`src/wss_pkg.sv`:
```
// ----------------------------------------------------------------------------
// wss_pkg: shared types and constants of the step sequencer
// Sizes, action and register codes, controller states and the
// command and status bundles between controller and datapath.
// ----------------------------------------------------------------------------
package wss_pkg;

    localparam int MAX_STEPS   = 32;
    localparam int CHANNELS    = 4;
    localparam int PLAY_CH     = 3;
    localparam int STEP_W      = $clog2(MAX_STEPS);
    localparam int CH_W        = $clog2(CHANNELS);
    localparam int ADDR_W      = CH_W + STEP_W;
    localparam int CNT_W       = STEP_W + 1;
    localparam int PITCH_W     = 15;
    localparam int MAG_W       = 14;
    localparam int QUO_W       = 8;
    localparam int HOLD_W      = 16;
    localparam int CFG_W       = 16;
    localparam int CFG_IDX_W   = 3;
    localparam int PITCH_LIMIT = 12000;
    localparam int QUANT_RECIP = 5243;
    localparam int QUANT_SHIFT = 19;
    localparam int QUANT_STEP  = 100;
    localparam int QUANT_HALF  = 50;

    localparam logic [CH_W-1:0]  STAGE     = CH_W'(CHANNELS - 1);
    localparam logic [CNT_W-1:0] XFER_LAST = CNT_W'(MAX_STEPS);
    localparam logic [CNT_W-1:0] OUT_LAST  = CNT_W'(PLAY_CH);

    // register indexes
    localparam logic [CFG_IDX_W-1:0] CFG_STEP_COUNT = 3'd0;
    localparam logic [CFG_IDX_W-1:0] CFG_QUANTIZE   = 3'd1;
    localparam logic [CFG_IDX_W-1:0] CFG_AUTOSTEP   = 3'd2;
    localparam logic [CFG_IDX_W-1:0] CFG_PASTE_TIME = 3'd3;
    localparam logic [CFG_IDX_W-1:0] CFG_MONITOR    = 3'd4;
    localparam logic [CFG_IDX_W-1:0] CFG_RESTART    = 3'd5;
    localparam logic [CFG_IDX_W-1:0] CFG_HOLDOFF    = 3'd6;

    // action codes
    localparam logic [3:0] ACT_TICK   = 4'd0;
    localparam logic [3:0] ACT_RISE   = 4'd1;
    localparam logic [3:0] ACT_FALL   = 4'd2;
    localparam logic [3:0] ACT_RESET  = 4'd3;
    localparam logic [3:0] ACT_RUN    = 4'd4;
    localparam logic [3:0] ACT_COPY   = 4'd5;
    localparam logic [3:0] ACT_PASTE  = 4'd6;
    localparam logic [3:0] ACT_NEXT   = 4'd7;
    localparam logic [3:0] ACT_GATE   = 4'd8;
    localparam logic [3:0] ACT_WRITE  = 4'd9;
    localparam logic [3:0] ACT_LEFT   = 4'd10;
    localparam logic [3:0] ACT_RIGHT  = 4'd11;
    localparam logic [3:0] ACT_WINDOW = 4'd12;

    // pending paste modes
    localparam logic [1:0] PEND_NONE  = 2'd0;
    localparam logic [1:0] PEND_CLOCK = 2'd1;
    localparam logic [1:0] PEND_WRAP  = 2'd2;
    localparam logic [1:0] PASTE_NOW  = 2'd0;

    localparam logic [5:0]        RST_STEP_COUNT = 6'd32;
    localparam logic [HOLD_W-1:0] RST_HOLDOFF    = 16'd48;

    typedef enum logic [3:0] {
        S_IDLE, S_PRE, S_XFER, S_TGL_RD, S_TGL_WR,
        S_POST, S_WR_RD, S_WR_WR, S_OUT, S_HOLD
    } t_state;

    typedef enum logic [3:0] {
        OP_NONE, OP_LOAD, OP_PRE, OP_XFER, OP_TGL_RD, OP_TGL_WR,
        OP_POST, OP_WR_RD, OP_WR_WR, OP_OUT, OP_EMIT
    } t_op;

    typedef struct packed {
        t_op              op;
        logic [CNT_W-1:0] cnt;
    } t_cmd;

    typedef struct packed {
        logic need_xfer;
        logic need_tgl;
        logic need_wr;
        logic out_free;
    } t_stat;

    // quotient of (mag + 50) / 100 by reciprocal multiply
    function automatic logic [QUO_W-1:0] quant_quo(input logic [MAG_W-1:0] mag);
        logic [MAG_W+QUANT_SHIFT-7:0] prod;
        prod = (MAG_W+QUANT_SHIFT-6)'(mag + MAG_W'(QUANT_HALF))
             * (MAG_W+QUANT_SHIFT-6)'(QUANT_RECIP);
        return prod[QUANT_SHIFT +: QUO_W];
    endfunction

endpackage

```
`src/wss_ctrl.sv`:
```
// ----------------------------------------------------------------------------
// wss_ctrl: sequencing controller
// Walks each request through its phases and drives the datapath with
// one command per cycle, counting memory sweeps and output reads.
// ----------------------------------------------------------------------------
module wss_ctrl (
    input  logic           i_clk,
    input  logic           i_rst_n,
    input  logic           i_valid,
    output logic           o_ready,
    input  wss_pkg::t_stat i_stat,
    output wss_pkg::t_cmd  o_cmd
);
    import wss_pkg::*;

    t_state           r_state, n_state;
    logic [CNT_W-1:0] r_cnt, n_cnt;
    logic             r_late, n_late;

    always_ff @(posedge i_clk) begin
        if (!i_rst_n) begin
            r_state <= S_IDLE;
            r_cnt   <= '0;
            r_late  <= 1'b0;
        end else begin
            r_state <= n_state;
            r_cnt   <= n_cnt;
            r_late  <= n_late;
        end
    end

    always_comb begin
        n_state = r_state;
        n_late  = r_late;
        case (r_state)
            S_IDLE: begin
                if (i_valid) n_state = S_PRE;
            end
            S_PRE: begin
                n_late = 1'b0;
                if (i_stat.need_xfer)     n_state = S_XFER;
                else if (i_stat.need_tgl) n_state = S_TGL_RD;
                else                      n_state = S_POST;
            end
            S_XFER: begin
                if (r_cnt == XFER_LAST) n_state = r_late ? S_OUT : S_POST;
            end
            S_TGL_RD: n_state = S_TGL_WR;
            S_TGL_WR: n_state = S_POST;
            S_POST: begin
                n_late = 1'b1;
                if (i_stat.need_xfer)    n_state = S_XFER;
                else if (i_stat.need_wr) n_state = S_WR_RD;
                else                     n_state = S_OUT;
            end
            S_WR_RD: n_state = S_WR_WR;
            S_WR_WR: n_state = S_OUT;
            S_OUT: begin
                if (r_cnt == OUT_LAST) n_state = S_HOLD;
            end
            S_HOLD: begin
                if (i_stat.out_free) n_state = S_IDLE;
            end
            default: n_state = S_IDLE;
        endcase
        n_cnt = (n_state == r_state) ? r_cnt + 1'b1 : '0;
    end

    always_comb begin
        o_ready    = 1'b0;
        o_cmd.op   = OP_NONE;
        o_cmd.cnt  = r_cnt;
        case (r_state)
            S_IDLE: begin
                o_ready = 1'b1;
                if (i_valid) o_cmd.op = OP_LOAD;
            end
            S_PRE:    o_cmd.op = OP_PRE;
            S_XFER:   o_cmd.op = OP_XFER;
            S_TGL_RD: o_cmd.op = OP_TGL_RD;
            S_TGL_WR: o_cmd.op = OP_TGL_WR;
            S_POST:   o_cmd.op = OP_POST;
            S_WR_RD:  o_cmd.op = OP_WR_RD;
            S_WR_WR:  o_cmd.op = OP_WR_WR;
            S_OUT:    o_cmd.op = OP_OUT;
            S_HOLD: begin
                if (i_stat.out_free) o_cmd.op = OP_EMIT;
            end
            default:  o_cmd.op = OP_NONE;
        endcase
    end

`ifndef ASSERT_OFF
    a_accept_pre: assert property (@(posedge i_clk) disable iff (!i_rst_n)
        (i_valid && o_ready) |=> (r_state == S_PRE))
        else $error("accepted request did not start");
    a_xfer_bound: assert property (@(posedge i_clk) disable iff (!i_rst_n)
        (r_state == S_XFER) |-> (r_cnt <= XFER_LAST))
        else $error("sweep count overrun");
    a_tgl_pair: assert property (@(posedge i_clk) disable iff (!i_rst_n)
        (r_state == S_TGL_RD) |=> (r_state == S_TGL_WR))
        else $error("gate toggle lost its write");
    a_out_bound: assert property (@(posedge i_clk) disable iff (!i_rst_n)
        (r_state == S_OUT) |-> (r_cnt <= OUT_LAST))
        else $error("output read count overrun");
`endif

endmodule

```
`src/wss_dpath.sv`:
```
// ----------------------------------------------------------------------------
// wss_dpath: sequencer datapath
// Configuration, step indices, pitch and gate stores, clipboard,
// quantiser and the output register, stepped by controller commands.
// ----------------------------------------------------------------------------
module wss_dpath (
    input  logic                                i_clk,
    input  logic                                i_rst_n,
    input  logic                                i_cfg_we,
    input  logic [wss_pkg::CFG_IDX_W-1:0]       i_cfg_idx,
    input  logic [wss_pkg::CFG_W-1:0]           i_cfg_data,
    input  logic [3:0]                          i_action,
    input  logic [2:0]                          i_button_index,
    input  logic signed [wss_pkg::PITCH_W-1:0]  i_pitch_in,
    input  logic                                i_gate_in_connected,
    input  logic                                i_gate_in_high,
    input  wss_pkg::t_cmd                       i_cmd,
    output wss_pkg::t_stat                      o_stat,
    input  logic                                i_out_ready,
    output logic                                o_out_valid,
    output logic signed [wss_pkg::PITCH_W-1:0]  o_pitch_out_a,
    output logic signed [wss_pkg::PITCH_W-1:0]  o_pitch_out_b,
    output logic signed [wss_pkg::PITCH_W-1:0]  o_pitch_out_c,
    output logic                                o_gate_out_a,
    output logic                                o_gate_out_b,
    output logic                                o_gate_out_c,
    output logic [4:0]                          o_play_step,
    output logic [4:0]                          o_staging_step,
    output logic [1:0]                          o_selected_channel,
    output logic                                o_is_running,
    output logic                                o_paste_waiting,
    output logic                                o_edit_allowed
);
    import wss_pkg::*;

    // configuration
    logic [5:0]        r_step_count;
    logic              r_quant, r_auto, r_mon, r_restart;
    logic [1:0]        r_ptime;
    logic [HOLD_W-1:0] r_holdcfg;

    // latched request
    logic [3:0]                 r_act;
    logic [2:0]                 r_btn;
    logic signed [PITCH_W-1:0]  r_pin;
    logic                       r_gconn, r_ghigh;
    logic [QUO_W-1:0]           r_quo;
    logic signed [PITCH_W-1:0]  r_qpin;

    // sequencer state
    logic [STEP_W-1:0] r_play, n_play, r_stage, n_stage;
    logic [CH_W-1:0]   r_ch, n_ch, r_pch, n_pch, r_xch, n_xch;
    logic              r_run, n_run, r_clk, n_clk, r_xdir, n_xdir;
    logic [1:0]        r_pmode, n_pmode;
    logic [HOLD_W-1:0] r_hold, n_hold;
    logic [ADDR_W-1:0] r_wa, n_wa;

    // stores
    logic [PITCH_W-1:0] r_pmem [CHANNELS*MAX_STEPS];
    logic               r_gmem [CHANNELS*MAX_STEPS];
    logic [CHANNELS*MAX_STEPS-1:0] r_sval;
    logic [PITCH_W-1:0] r_cpmem [MAX_STEPS];
    logic               r_cgmem [MAX_STEPS];
    logic [MAX_STEPS-1:0] r_cval;
    logic [PITCH_W-1:0] r_srd_p, r_crd_p;
    logic               r_srd_g, r_crd_g;

    // captured and registered results
    logic signed [PITCH_W-1:0] r_op [PLAY_CH];
    logic                      r_og [PLAY_CH];
    logic                      r_ovalid;

    // combinational helpers
    logic [5:0]              n_act_steps;
    logic [STEP_W-1:0]       nm1, pc, sc, sel, sel_nxt, sel_prv, np, base, gidx;
    logic [5:0]              win;
    logic                    staging, can_edit;
    logic [HOLD_W-1:0]       hval;
    logic signed [PITCH_W-1:0] pin_sat;
    logic [MAG_W-1:0]        mag, qmag;
    logic [ADDR_W-1:0]       srd_addr, swr_addr;
    logic                    s_we, c_we;
    logic [PITCH_W-1:0]      swr_p;
    logic                    swr_g;
    logic [STEP_W-1:0]       crd_addr, cwr_addr;
    logic [1:0]              cap_k;
    logic                    need_xfer, need_tgl, need_wr;

    function automatic logic [STEP_W-1:0] step_next(input logic [STEP_W-1:0] v,
                                                    input logic [5:0] n);
        logic [5:0] w;
        w = 6'(v) + 6'd1;
        return (w >= n) ? '0 : STEP_W'(w);
    endfunction

    assign n_act_steps = (r_step_count == 6'd0) ? 6'd1
                       : (r_step_count > 6'(MAX_STEPS)) ? 6'(MAX_STEPS) : r_step_count;
    assign nm1     = STEP_W'(n_act_steps - 6'd1);
    assign pc      = (6'(r_play)  >= n_act_steps) ? nm1 : r_play;
    assign sc      = (6'(r_stage) >= n_act_steps) ? nm1 : r_stage;
    assign staging = (r_ch == STAGE);
    assign can_edit = !r_run || staging;
    assign sel     = staging ? sc : pc;
    assign sel_nxt = step_next(sel, n_act_steps);
    assign sel_prv = (sel == '0) ? nm1 : sel - 1'b1;
    assign win     = {r_btn, sel[2:0]};
    assign np      = step_next(pc, n_act_steps);
    assign base    = staging ? r_stage : r_play;
    assign gidx    = {base[STEP_W-1:3], r_btn};
    assign hval    = (r_act == ACT_RESET) ? r_holdcfg : r_hold;

    assign pin_sat = (i_pitch_in > PITCH_W'(PITCH_LIMIT)) ? PITCH_W'(PITCH_LIMIT)
                   : (i_pitch_in < -PITCH_W'(PITCH_LIMIT)) ? -PITCH_W'(PITCH_LIMIT)
                   : i_pitch_in;
    assign mag  = r_pin[PITCH_W-1] ? MAG_W'(-r_pin) : MAG_W'(r_pin);
    assign qmag = MAG_W'(16'(r_quo) * 16'(QUANT_STEP));

    always_comb begin
        n_play  = r_play;
        n_stage = r_stage;
        n_ch    = r_ch;
        n_run   = r_run;
        n_pmode = r_pmode;
        n_pch   = r_pch;
        n_hold  = r_hold;
        n_clk   = r_clk;
        n_xdir  = r_xdir;
        n_xch   = r_xch;
        n_wa    = r_wa;
        need_xfer = 1'b0;
        need_tgl  = 1'b0;
        need_wr   = 1'b0;
        case (i_cmd.op)
            OP_PRE: begin
                case (r_act)
                    ACT_RUN: begin
                        n_run = !r_run;
                        if (!r_run && r_restart) begin
                            n_play  = '0;
                            n_stage = '0;
                        end
                        n_hold = r_holdcfg;
                    end
                    ACT_COPY: begin
                        n_pmode   = PEND_NONE;
                        n_xdir    = 1'b0;
                        n_xch     = r_ch;
                        need_xfer = 1'b1;
                    end
                    ACT_PASTE: begin
                        if (r_ptime == PASTE_NOW || staging) begin
                            n_pmode   = PEND_NONE;
                            n_xdir    = 1'b1;
                            n_xch     = r_ch;
                            need_xfer = 1'b1;
                        end else begin
                            n_pmode = r_ptime[1] ? PEND_WRAP : PEND_CLOCK;
                            n_pch   = r_ch;
                        end
                    end
                    ACT_NEXT: n_ch = staging ? '0 : r_ch + 1'b1;
                    ACT_GATE: begin
                        n_wa     = {r_ch, gidx};
                        need_tgl = (6'(gidx) < n_act_steps);
                    end
                    default: ;
                endcase
            end
            OP_POST: begin
                n_play  = pc;
                n_stage = sc;
                case (r_act)
                    ACT_WRITE: begin
                        n_wa    = {r_ch, sel};
                        need_wr = can_edit;
                    end
                    ACT_LEFT: begin
                        if (can_edit) begin
                            if (staging) n_stage = sel_prv;
                            else         n_play  = sel_prv;
                        end
                    end
                    ACT_RIGHT: begin
                        if (can_edit) begin
                            if (staging) n_stage = sel_nxt;
                            else         n_play  = sel_nxt;
                        end
                    end
                    ACT_WINDOW: begin
                        if (can_edit) begin
                            if (staging) n_stage = (win >= n_act_steps) ? nm1 : STEP_W'(win);
                            else         n_play  = (win >= n_act_steps) ? nm1 : STEP_W'(win);
                        end
                    end
                    ACT_RISE: begin
                        if (!r_clk) begin
                            n_clk = 1'b1;
                            if (r_run && r_hold == '0) begin
                                n_play = np;
                                if (r_pmode == PEND_CLOCK ||
                                    (r_pmode == PEND_WRAP && np == '0)) begin
                                    n_pmode   = PEND_NONE;
                                    n_xdir    = 1'b1;
                                    n_xch     = r_pch;
                                    need_xfer = 1'b1;
                                end
                            end
                        end
                    end
                    ACT_FALL: n_clk = 1'b0;
                    ACT_RESET: begin
                        n_play  = '0;
                        n_stage = '0;
                        n_pmode = PEND_NONE;
                        n_clk   = 1'b0;
                    end
                    default: ;
                endcase
                n_hold = (hval != '0) ? hval - 1'b1 : '0;
            end
            OP_WR_WR: begin
                if (r_auto) begin
                    if (staging) n_stage = step_next(r_stage, n_act_steps);
                    else         n_play  = step_next(r_play, n_act_steps);
                end
            end
            default: ;
        endcase
    end

    assign o_stat.need_xfer = need_xfer;
    assign o_stat.need_tgl  = need_tgl;
    assign o_stat.need_wr   = need_wr;
    assign o_stat.out_free  = !r_ovalid || i_out_ready;

    // memory port selection
    always_comb begin
        srd_addr = r_wa;
        swr_addr = r_wa;
        s_we     = 1'b0;
        swr_p    = r_srd_p;
        swr_g    = r_srd_g;
        crd_addr = i_cmd.cnt[STEP_W-1:0];
        cwr_addr = STEP_W'(i_cmd.cnt - 1'b1);
        c_we     = 1'b0;
        case (i_cmd.op)
            OP_XFER: begin
                srd_addr = {r_xch, i_cmd.cnt[STEP_W-1:0]};
                swr_addr = {r_xch, cwr_addr};
                swr_p    = r_crd_p;
                swr_g    = r_crd_g;
                s_we     = r_xdir && (i_cmd.cnt != '0);
                c_we     = !r_xdir && (i_cmd.cnt != '0);
            end
            OP_TGL_WR: begin
                s_we  = 1'b1;
                swr_g = !r_srd_g;
            end
            OP_WR_WR: begin
                s_we  = 1'b1;
                swr_p = r_qpin;
                swr_g = r_gconn ? r_ghigh : r_srd_g;
            end
            OP_OUT: srd_addr = {i_cmd.cnt[CH_W-1:0], r_play};
            default: ;
        endcase
    end

    always_ff @(posedge i_clk) begin
        if (s_we) begin
            r_pmem[swr_addr] <= swr_p;
            r_gmem[swr_addr] <= swr_g;
        end
        if (c_we) begin
            r_cpmem[cwr_addr] <= r_srd_p;
            r_cgmem[cwr_addr] <= r_srd_g;
        end
        r_srd_p <= r_sval[srd_addr] ? r_pmem[srd_addr] : '0;
        r_srd_g <= r_sval[srd_addr] ? r_gmem[srd_addr] : 1'b1;
        r_crd_p <= r_cval[crd_addr] ? r_cpmem[crd_addr] : '0;
        r_crd_g <= r_cval[crd_addr] ? r_cgmem[crd_addr] : 1'b1;
    end

    // request latch, quantiser stages, output capture
    assign cap_k = 2'(i_cmd.cnt - 1'b1);

    always_ff @(posedge i_clk) begin
        if (i_cmd.op == OP_LOAD) begin
            r_act   <= i_action;
            r_btn   <= i_button_index;
            r_pin   <= pin_sat;
            r_gconn <= i_gate_in_connected;
            r_ghigh <= i_gate_in_high;
        end
        if (i_cmd.op == OP_PRE) r_quo <= quant_quo(mag);
        if (i_cmd.op == OP_POST) begin
            if (!r_quant)              r_qpin <= r_pin;
            else if (r_pin[PITCH_W-1]) r_qpin <= -$signed({1'b0, qmag});
            else                       r_qpin <= $signed({1'b0, qmag});
        end
        if (i_cmd.op == OP_OUT && i_cmd.cnt != '0) begin
            r_op[cap_k] <= (r_run || r_mon) ? r_srd_p : r_qpin;
            r_og[cap_k] <= r_run ? (r_clk && r_srd_g) : (r_ch == CH_W'(cap_k));
        end
        if (i_cmd.op == OP_EMIT) begin
            o_pitch_out_a      <= r_op[0];
            o_pitch_out_b      <= r_op[1];
            o_pitch_out_c      <= r_op[2];
            o_gate_out_a       <= r_og[0];
            o_gate_out_b       <= r_og[1];
            o_gate_out_c       <= r_og[2];
            o_play_step        <= 5'(r_play);
            o_staging_step     <= 5'(r_stage);
            o_selected_channel <= 2'(r_ch);
            o_is_running       <= r_run;
            o_paste_waiting    <= (r_pmode != PEND_NONE);
            o_edit_allowed     <= can_edit;
        end
    end

    // control state
    always_ff @(posedge i_clk) begin
        if (!i_rst_n) begin
            r_step_count <= RST_STEP_COUNT;
            r_quant      <= 1'b1;
            r_auto       <= 1'b1;
            r_ptime      <= PASTE_NOW;
            r_mon        <= 1'b0;
            r_restart    <= 1'b0;
            r_holdcfg    <= RST_HOLDOFF;
            r_play       <= '0;
            r_stage      <= '0;
            r_ch         <= '0;
            r_run        <= 1'b1;
            r_pmode      <= PEND_NONE;
            r_pch        <= '0;
            r_hold       <= RST_HOLDOFF;
            r_clk        <= 1'b0;
            r_xdir       <= 1'b0;
            r_xch        <= '0;
            r_wa         <= '0;
            r_sval       <= '0;
            r_cval       <= '0;
            r_ovalid     <= 1'b0;
        end else begin
            if (i_cfg_we) begin
                case (i_cfg_idx)
                    CFG_STEP_COUNT: r_step_count <= i_cfg_data[5:0];
                    CFG_QUANTIZE:   r_quant      <= i_cfg_data[0];
                    CFG_AUTOSTEP:   r_auto       <= i_cfg_data[0];
                    CFG_PASTE_TIME: r_ptime      <= i_cfg_data[1:0];
                    CFG_MONITOR:    r_mon        <= i_cfg_data[0];
                    CFG_RESTART:    r_restart    <= i_cfg_data[0];
                    CFG_HOLDOFF:    r_holdcfg    <= i_cfg_data;
                    default: ;
                endcase
            end
            r_play  <= n_play;
            r_stage <= n_stage;
            r_ch    <= n_ch;
            r_run   <= n_run;
            r_pmode <= n_pmode;
            r_pch   <= n_pch;
            r_hold  <= n_hold;
            r_clk   <= n_clk;
            r_xdir  <= n_xdir;
            r_xch   <= n_xch;
            r_wa    <= n_wa;
            if (s_we) r_sval[swr_addr] <= 1'b1;
            if (c_we) r_cval[cwr_addr] <= 1'b1;
            if (i_cmd.op == OP_EMIT)  r_ovalid <= 1'b1;
            else if (i_out_ready)     r_ovalid <= 1'b0;
        end
    end

    assign o_out_valid = r_ovalid;

endmodule

```
`src/writable_step_sequencer.sv`:
```
// ----------------------------------------------------------------------------
// writable_step_sequencer: four-channel 32-step event sequencer
// Each request is one event (tick, clock edge, reset, run toggle, copy,
// paste, channel, gate toggle, write, left, right, window); each gives
// one result with three pitches, three gates and status.
//
// Input channel i_valid/o_ready, output channel o_valid/i_ready.
// Configuration registers are written through i_cfg_we/i_cfg_idx/
// i_cfg_data; the user must write them only while no request is in
// flight, since the block itself does not enforce it. A write or a
// gate toggle that is carried out adds a read and a write of the store
// (neither when it is refused or out of range); a copy, an immediate
// paste or a clock edge that releases a deferred paste adds a sweep.
// A new request is taken in the cycle after its result is registered,
// so requests do not overlap in the controller.
// The result waits in an output register: a stalled receiver holds it
// while the next request is taken and worked up to the output stage.
// Synchronous reset restores register defaults, stops nothing (the
// sequencer comes up running) and marks all stored steps as pitch zero
// with gate set at once, with no clearing pass.
// ----------------------------------------------------------------------------
module writable_step_sequencer (
    input  logic                                i_clk,
    input  logic                                i_rst_n,
    input  logic                                i_valid,
    output logic                                o_ready,
    input  logic [3:0]                          i_action,
    input  logic [2:0]                          i_button_index,
    input  logic signed [wss_pkg::PITCH_W-1:0]  i_pitch_in,
    input  logic                                i_gate_in_connected,
    input  logic                                i_gate_in_high,
    input  logic                                i_cfg_we,
    input  logic [wss_pkg::CFG_IDX_W-1:0]       i_cfg_idx,
    input  logic [wss_pkg::CFG_W-1:0]           i_cfg_data,
    output logic                                o_valid,
    input  logic                                i_ready,
    output logic signed [wss_pkg::PITCH_W-1:0]  o_pitch_out_a,
    output logic signed [wss_pkg::PITCH_W-1:0]  o_pitch_out_b,
    output logic signed [wss_pkg::PITCH_W-1:0]  o_pitch_out_c,
    output logic                                o_gate_out_a,
    output logic                                o_gate_out_b,
    output logic                                o_gate_out_c,
    output logic [4:0]                          o_play_step,
    output logic [4:0]                          o_staging_step,
    output logic [1:0]                          o_selected_channel,
    output logic                                o_is_running,
    output logic                                o_paste_waiting,
    output logic                                o_edit_allowed
);
    import wss_pkg::*;

    t_cmd  cmd;
    t_stat stat;

    wss_ctrl u_ctrl (
        .i_clk   (i_clk),
        .i_rst_n (i_rst_n),
        .i_valid (i_valid),
        .o_ready (o_ready),
        .i_stat  (stat),
        .o_cmd   (cmd)
    );

    wss_dpath u_dpath (
        .i_clk               (i_clk),
        .i_rst_n             (i_rst_n),
        .i_cfg_we            (i_cfg_we),
        .i_cfg_idx           (i_cfg_idx),
        .i_cfg_data          (i_cfg_data),
        .i_action            (i_action),
        .i_button_index      (i_button_index),
        .i_pitch_in          (i_pitch_in),
        .i_gate_in_connected (i_gate_in_connected),
        .i_gate_in_high      (i_gate_in_high),
        .i_cmd               (cmd),
        .o_stat              (stat),
        .i_out_ready         (i_ready),
        .o_out_valid         (o_valid),
        .o_pitch_out_a       (o_pitch_out_a),
        .o_pitch_out_b       (o_pitch_out_b),
        .o_pitch_out_c       (o_pitch_out_c),
        .o_gate_out_a        (o_gate_out_a),
        .o_gate_out_b        (o_gate_out_b),
        .o_gate_out_c        (o_gate_out_c),
        .o_play_step         (o_play_step),
        .o_staging_step      (o_staging_step),
        .o_selected_channel  (o_selected_channel),
        .o_is_running        (o_is_running),
        .o_paste_waiting     (o_paste_waiting),
        .o_edit_allowed      (o_edit_allowed)
    );

endmodule
```
`config.mk`:
```
export PLATFORM = sky130hd
export DESIGN_NAME = writable_step_sequencer
export DESIGN_NICKNAME = d
export VERILOG_FILES = /design/src/wss_pkg.sv /design/src/wss_ctrl.sv /design/src/wss_dpath.sv /design/src/writable_step_sequencer.sv
export SDC_FILE = /design/constraint.sdc
export NUM_CORES = 2
export LEC_CHECK = 0
export BUFFER_PORTS_ARGS = -buffer_cell sky130_fd_sc_hd__clkbuf_2
export CELL_PAD_IN_SITES_DETAIL_PLACEMENT = 0
export CELL_PAD_IN_SITES_GLOBAL_PLACEMENT = 1
export CORE_ASPECT_RATIO = 1.25
export CORE_MARGIN = 1.5
export CORE_UTILIZATION = 50
export CTS_BUF_LIST = sky130_fd_sc_hd__clkbuf_4 sky130_fd_sc_hd__clkbuf_8
export DETAILED_ROUTE_END_ITERATION = 8
export PLACE_DENSITY = 0.85
export SLEW_MARGIN = 30
export SYNTH_ARGS = -nofsm -noshare
export SYNTH_HDL_FRONTEND = slang
export SYNTH_SLANG_ARGS = --single-unit
```
`constraint.sdc`:
```
create_clock -name i_clk -period 7.3 [get_ports i_clk]
set_clock_uncertainty 0.1 [all_clocks]
set_input_delay 1.46 -clock i_clk [delete_from_list [all_inputs] [get_ports i_clk]]
set_output_delay 1.46 -clock i_clk [all_outputs]
set_load 0.02 [all_outputs]
```
======== After elaboration in Yosys (flattened, before gate mapping) ========
Memories as Yosys holds them, arrays and structs flattened. A register that Yosys moved wholly into a read port is not among the register bits.
Cells that the tools add are included.
storage, ports and cells
  memory bits (writable) .................. 2608
  output and inout bits ................... 65
  logic and storage cells ................. 318
  input bits .............................. 48
  register bits ........................... 306
  memories ................................ 6
memory list
  memory           words  bits a word  rd ports  clocked after Yosys merged registers in  wr ports  RTL line         text
  u_dpath.r_pmem   128    15           1         1                                        1         wss_dpath.sv:59  logic [PITCH_W-1:0] r_pmem [CHANNELS*MAX_STEPS];
  u_dpath.r_cpmem  32     15           1         1                                        1         wss_dpath.sv:62  logic [PITCH_W-1:0] r_cpmem [MAX_STEPS];
  u_dpath.r_gmem   128    1            1         1                                        1         wss_dpath.sv:60  logic r_gmem [CHANNELS*MAX_STEPS];
  u_dpath.r_op     3      15           3         3                                        1         wss_dpath.sv:69  logic signed [PITCH_W-1:0] r_op [PLAY_CH];
  u_dpath.r_cgmem  32     1            1         1                                        1         wss_dpath.sv:63  logic r_cgmem [MAX_STEPS];
  u_dpath.r_og     3      1            3         3                                        1         wss_dpath.sv:70  logic r_og [PLAY_CH];
operators by class
  $lt $le $gt $ge ......................... 17
  add/subtract/negate cells ............... 13
  bitwise gates (word level) .............. 3
  multipliers ............................. 2
  reduce and logical (&&, ||, !) cells .... 58
  muxes and demuxes ....................... 122
  eq/ne operators ......................... 59
operators with widths
  cell                    count
  $mux 5                  30
  $or 128x128->128        1
  $pmux 4 s10             2
  $mux 15                 4
  $mux 16                 3
  $eq 4x3->1 const B      10
  $eq 4x4->1 const B      10
  $mux 4                  9
  $or 32x32->32           1
  $pmux 16 s2             1
  $mux 1                  31
  $ge 6x6->1              5
  $pmux 15 s2             1
  $pmux 5 s3              2
  $pmux 7 s2              2
  $mul 27x13->27 const B  1
  $pmux 5 s5              1
  $add 5x1->6 const B     4
  $eq 4x2->1 const B      6
  $reduce_and 2->1        12
  $mux 2                  11
  $mux 7                  3
  $pmux 2 s2              5
  $pmux 5 s4              1
  other kinds (59)        118

======== Depth between registers and ports, before layout ========
  depth in word-level cells ............... 20
  depth in mapped cells ................... 30
  mapped depth without buffers ............ 30

======== Modules after synthesis ========
From an unflattened synthesis, not the netlist that was laid out.
second synthesis, totals
  cells, all modules ...................... 8541
  area total of the unflattened synthesis .. 124673.3 um^2
by module, submodules not included
  module     sequential area each (um^2)  area each (um^2)  times used  cells each
  wss_dpath  86923.4                      123883.8          1           8437
  wss_ctrl   220.2                        789.5             1           104

======== Worst setup path before layout ========
No wires, ideal clock.
  kind .................................... flip-flop to flip-flop
  start ................................... reg u_dpath.r_pin[14]
  end ..................................... reg u_dpath.r_quo[6] (data pin)
  period minus slack after synthesis ...... 7225 ps
  path slack .............................. 75 ps
  arrival time ............................ 6867 ps
  path buffers ............................ 2
  stages on the path, launching flop included .. 28
  setup time .............................. 258 ps
  required time ........................... 6942 ps
  cells stage by stage .................... edfxtp_1 > clkbuf_1 > clkbuf_1 > nand2b_1 > xnor2_1 > ha_1 > inv_1 > o21a_1 > a21oi_1 > and3b_1 > nand2_1 > or3_1 > xor2_1 > ha_1 > inv_1 > fa_1 > fa_1 > inv_1 > fa_1 > fa_1 > ha_1 > a2111oi_0 > o21ai_0 > a21oi_1 > a21oi_1 > a21o_1 > a21oi_1 > xnor2_1
on the way
  longest elaborated chain between the ends .. 3
ends and longest elaborated chain
  item                    RTL line          text
  start, declared         wss_dpath.sv:45   logic signed [PITCH_W-1:0] r_pin;
  start signal, assigned  wss_dpath.sv:291  r_pin <= pin_sat;
  $mux 14                 wss_dpath.sv:115  assign mag = r_pin[PITCH_W-1] ? MAG_W'(-r_pin) : MAG_W'(r_pin);
  $add 14x6->15           wss_pkg.sv:89     prod = (MAG_W+QUANT_SHIFT-6)'(mag + MAG_W'(QUANT_HALF))
  $mul 27x13->27          wss_pkg.sv:90     * (MAG_W+QUANT_SHIFT-6)'(QUANT_RECIP);
  end signal, assigned    wss_dpath.sv:295  if (i_cmd.op == OP_PRE) r_quo <= quant_quo(mag);
  end, declared           wss_dpath.sv:47   logic [QUO_W-1:0] r_quo;
No other way between the ends.
A chain may end at the register's enable or synchronous reset.

======== Worst setup path in the final report ========
  start ................................... reg u_dpath.r_pin[1]
  end ..................................... reg u_dpath.r_quo[6] (data pin)
on the way
  longest elaborated chain between the ends .. 4
ends and longest elaborated chain
  item              RTL line
  $neg 14->14       wss_dpath.sv:115
  $mux 14 *         wss_dpath.sv:115
  $add 14x6->15 *   wss_pkg.sv:89
  $mul 27x13->27 *  wss_pkg.sv:90
Mark *: on every way between the ends. The rest lies on a longest branch, timed or not.

==> metrics <==
Post-synth EDFFs 2718; top cells by area, synth edfxtp_1, nand2_1, dfxtp_1, mux4_2, nand3_1; worst-skew pair later-pin latency 1.09 ns; Min Hold Slack 0.2972 ns; worst-path maximum fanout 3; crit path DAT 7.72 ns; htree depth 5; Worst Reg2Reg Path Length in Cells 27; total nets after synthesis 9130; CTS tree done; final worst-path cycle share 0.9707; sequential-to-total area share from yosys stat 0.7033; hpwl dp 207500 um; gr ovfl total 0; worst-margin pin slew 1.054 ns; Routed Antenna Nets 0; R2R Setup Slk 0.21 ns; Initial Utilization 0.5020; Core Rows 204; drt first pass iters 8; vias in the first global route 78100; # IOs 113; worst hold endpoint o_pitch_out_b[13]; post-route cell area 139100 um2; Final Max Slew Viols 0; RR Startpoint u_dpath.r_pin[1]; Fillers 19060; Synth Warn # 0; VDD IR max 1.869 mV; crit path kind flip-flop to flip-flop; MaxCap Viol Count 0; outcome finished, final reports clean; Final Setup Violations 0; final hold violations 0; synth cell count leaders edfxtp_1, nand2_1, nand3_1, nor2_1, mux2i_1; P&R area growth vs syn 12.30%; Synth Cell Area 123900 um2; final net count 9600; crit path time final 7.086 ns; synthesized area per cell 14.04 um2; Worst Hold Path Cells 0; DP Cell Count 12150; clk sinks 2994; Yosys top cell area share 0.6587; Synth async-reset ratio 0; Area after DPL 130000 um2; Synth Flop Type edfxtp_1; # port buffers 112; Register Area 87160 um2; most common cell in the netlist edfxtp_1; root buf cell clkbuf_8; Critical Path RT 7.93 ns; largest net degree at the start of global routing 107; routed length per instance 26.35 um; relative slew slack 0.2973; DIE HEIGHT 559.6 um; Initial DRC Count 9602; distinct cell type count after synthesis 89; Die Wd 448.2 um; Core Box Area 246800 um2; layout cells sized above 1 0.1641; cell accounting for the most synthesized area edfxtp_1; first-pass GRT wire length 502700 um; worst r2r dst u_dpath.r_quo[6]; hold_sp u_dpath.r_op[1][13]; Leak 47.61 nW; worst min path class flip-flop to flip-flop; Multi-input gate area 34200 um2; final wirelength 341300 um; Global Route Usage Sum 0.2679; CP endpoint kind flip-flop; Vias/cell 6.101; vias 79020; post-route insts no fill 12950; Hold Buf Count CTS 0; Synth Register Bits 2994; Clock transition at path regs 0.06 ns; deepest clock path buffer count 4; initial antenna violation count 10; CTS Buf Count 432; Final Wtd Congestion 0.9050; drt drc 0; Mapped Cells 8827; Die Area 250800 um2; highest clock rate 0.1411 GHz; critical path launch point type flip-flop; PwrDens 471.9 nW/um2
==> metrics by stage <==
step	setup slack, ns	setup TNS, ns	utilization	power [mW]
2_1_floorplan	0.07486	0	-	39.73
3_3_place_gp	-0.4626	-1.792	0.5265	48.88
3_5_place_dp	-0.3985	-1.376	0.5268	48.89
4_1_cts	0.009688	0	0.5622	63.43
5_1_grt	-0.1100	-0.2380	0.5636	70.44
6_report	0.2137	0	0.5637	65.65
==> final cells by class <==
type	count	area share
clock buffer	600	0.05288
clock inverter	186	0.009281
multi-input combinational	5132	0.2458
inverter	189	0.005099
antenna	8	0.0001439
timing repair buffer	548	0.03072
sequential	2994	0.6264
tap	3296	0.02964
==> critical path, cell delays in order, from the launching register on <==
cell       delay (ns)
edfxtp_1         0.41
or3_4            0.41
buf_4            0.15
o31ai_2          0.19
xor2_1           0.14
buf_4            0.17
a311oi_4         0.24
nand3b_1         0.15
or3_4            0.38
xor2_4           0.18
buf_4            0.15
ha_1             0.32
fa_1             0.55
inv_1            0.06
fa_1             0.50
inv_1            0.06
fa_1             0.55
fa_1             0.42
ha_1             0.25
a2111oi_4        0.37
o21ai_2          0.14
buf_4            0.16
a21oi_1          0.12
buf_4            0.16
a21oi_4          0.06
a21o_1           0.20
a21oi_2          0.16
xnor2_1          0.07
==> worst max-delay path by stage <==
stage	from	end	slack, ns
2_1_floorplan	u_dpath.r_pin[14]	u_dpath.r_quo[6]	0.07
3_3_place_gp	u_dpath.r_pin[1]	u_dpath.r_quo[6]	-0.46
3_5_place_dp	u_dpath.r_pin[1]	u_dpath.r_quo[6]	-0.40
4_1_cts	u_dpath.r_pin[1]	u_dpath.r_quo[6]	0.01
5_1_grt	u_dpath.r_pin[1]	u_dpath.r_quo[6]	-0.11
6_report	u_dpath.r_pin[1]	u_dpath.r_quo[6]	0.21
==> per-layer routing <==
layer / routed length (um) / part of all wire / GRT usage
met5: 13 / 0.000038 / 0
met4: 15130 / 0.044 / 0.1108
met3: 30690 / 0.090 / 0.04561
met2: 166100 / 0.49 / 0.4404
met1: 129400 / 0.38 / 0.3531
==> report_power, final <==
part | total, mW | switching, mW | internal (mW) | leakage, nW
Combinational | 30.7 | 17.6 | 13.1 | 15.8
Sequential | 21.5 | 0.373 | 21.2 | 27.2
Clock | 13.4 | 6.38 | 7.01 | 4.59
Total | 65.7 | 24.4 | 41.3 | 47.6
==> layout by cell type, fill, tap and decap left out, types with 24 or more instances in the layout <==
master	synthesis	routed
dfxtp_1	276	272
o211ai_1	30	30
and3_1	64	62
a211oi_1	56	56
clkbuf_2	0	111
clkbuf_8	0	456
nor2_1	371	341
or4_1	51	51
xnor2_1	47	43
nand3_1	572	572
xor2_1	48	44
mux2_2	24	24
nor4_1	33	26
o21a_1	145	145
fa_1	69	69
inv_1	187	186
nand2_1	1804	1783
nor2_2	5	30
a31oi_1	275	275
mux4_2	172	172
o21ai_0	113	109
buf_12	0	29
a311oi_1	25	24
a32oi_1	230	230
nand2b_1	29	28
clkbuf_4	0	144
a21oi_1	106	100
edfxtp_1	2718	2718
ha_1	186	183
clkinv_1	0	100
mux2i_1	282	282
clkinv_2	0	48
nor3_1	48	39
buf_4	51	402
==> state kept, by name (all words and copies together) (netlist names), 7 cells and up <==
register           cells
u_dpath.r_cval        32
u_dpath.r_pmem      1920
u_dpath.r_srd_p       15
o_pitch_out_b         15
u_dpath.r_crd_p       15
u_dpath.r_holdcfg     16
u_dpath.r_cgmem       32
u_dpath.r_op          45
u_dpath.r_qpin        15
u_dpath.r_quo          8
u_dpath.r_pin         15
u_dpath.r_wa           7
u_dpath.r_gmem       128
u_dpath.r_cpmem      480
u_dpath.r_hold        16
o_pitch_out_c         15
u_dpath.r_sval       128
o_pitch_out_a         15
==> what timing repair did <==
action,CTS,global route
pin swaps,2,15
resized for setup,14,29
setup buffers,2,10
setup endpoints to repair,6,7
==> cell families (layout without fill, tap and decap cells) <==
logic type / Yosys count / count (layout) / synth area share
compound gates: 1215 / 1215 / 0.07053
xor+xnor: 95 / 95 / 0.006715
fa+ha+maj: 255 / 255 / 0.02993
buf+inv: 701 / 1523 / 0.02602
flops: 2994 / 2994 / 0.7033
mux: 478 / 478 / 0.05623
other cells: 0 / 8 / 0
simple gates: 3089 / 3089 / 0.1072
(Power assumes the default switching activity.)
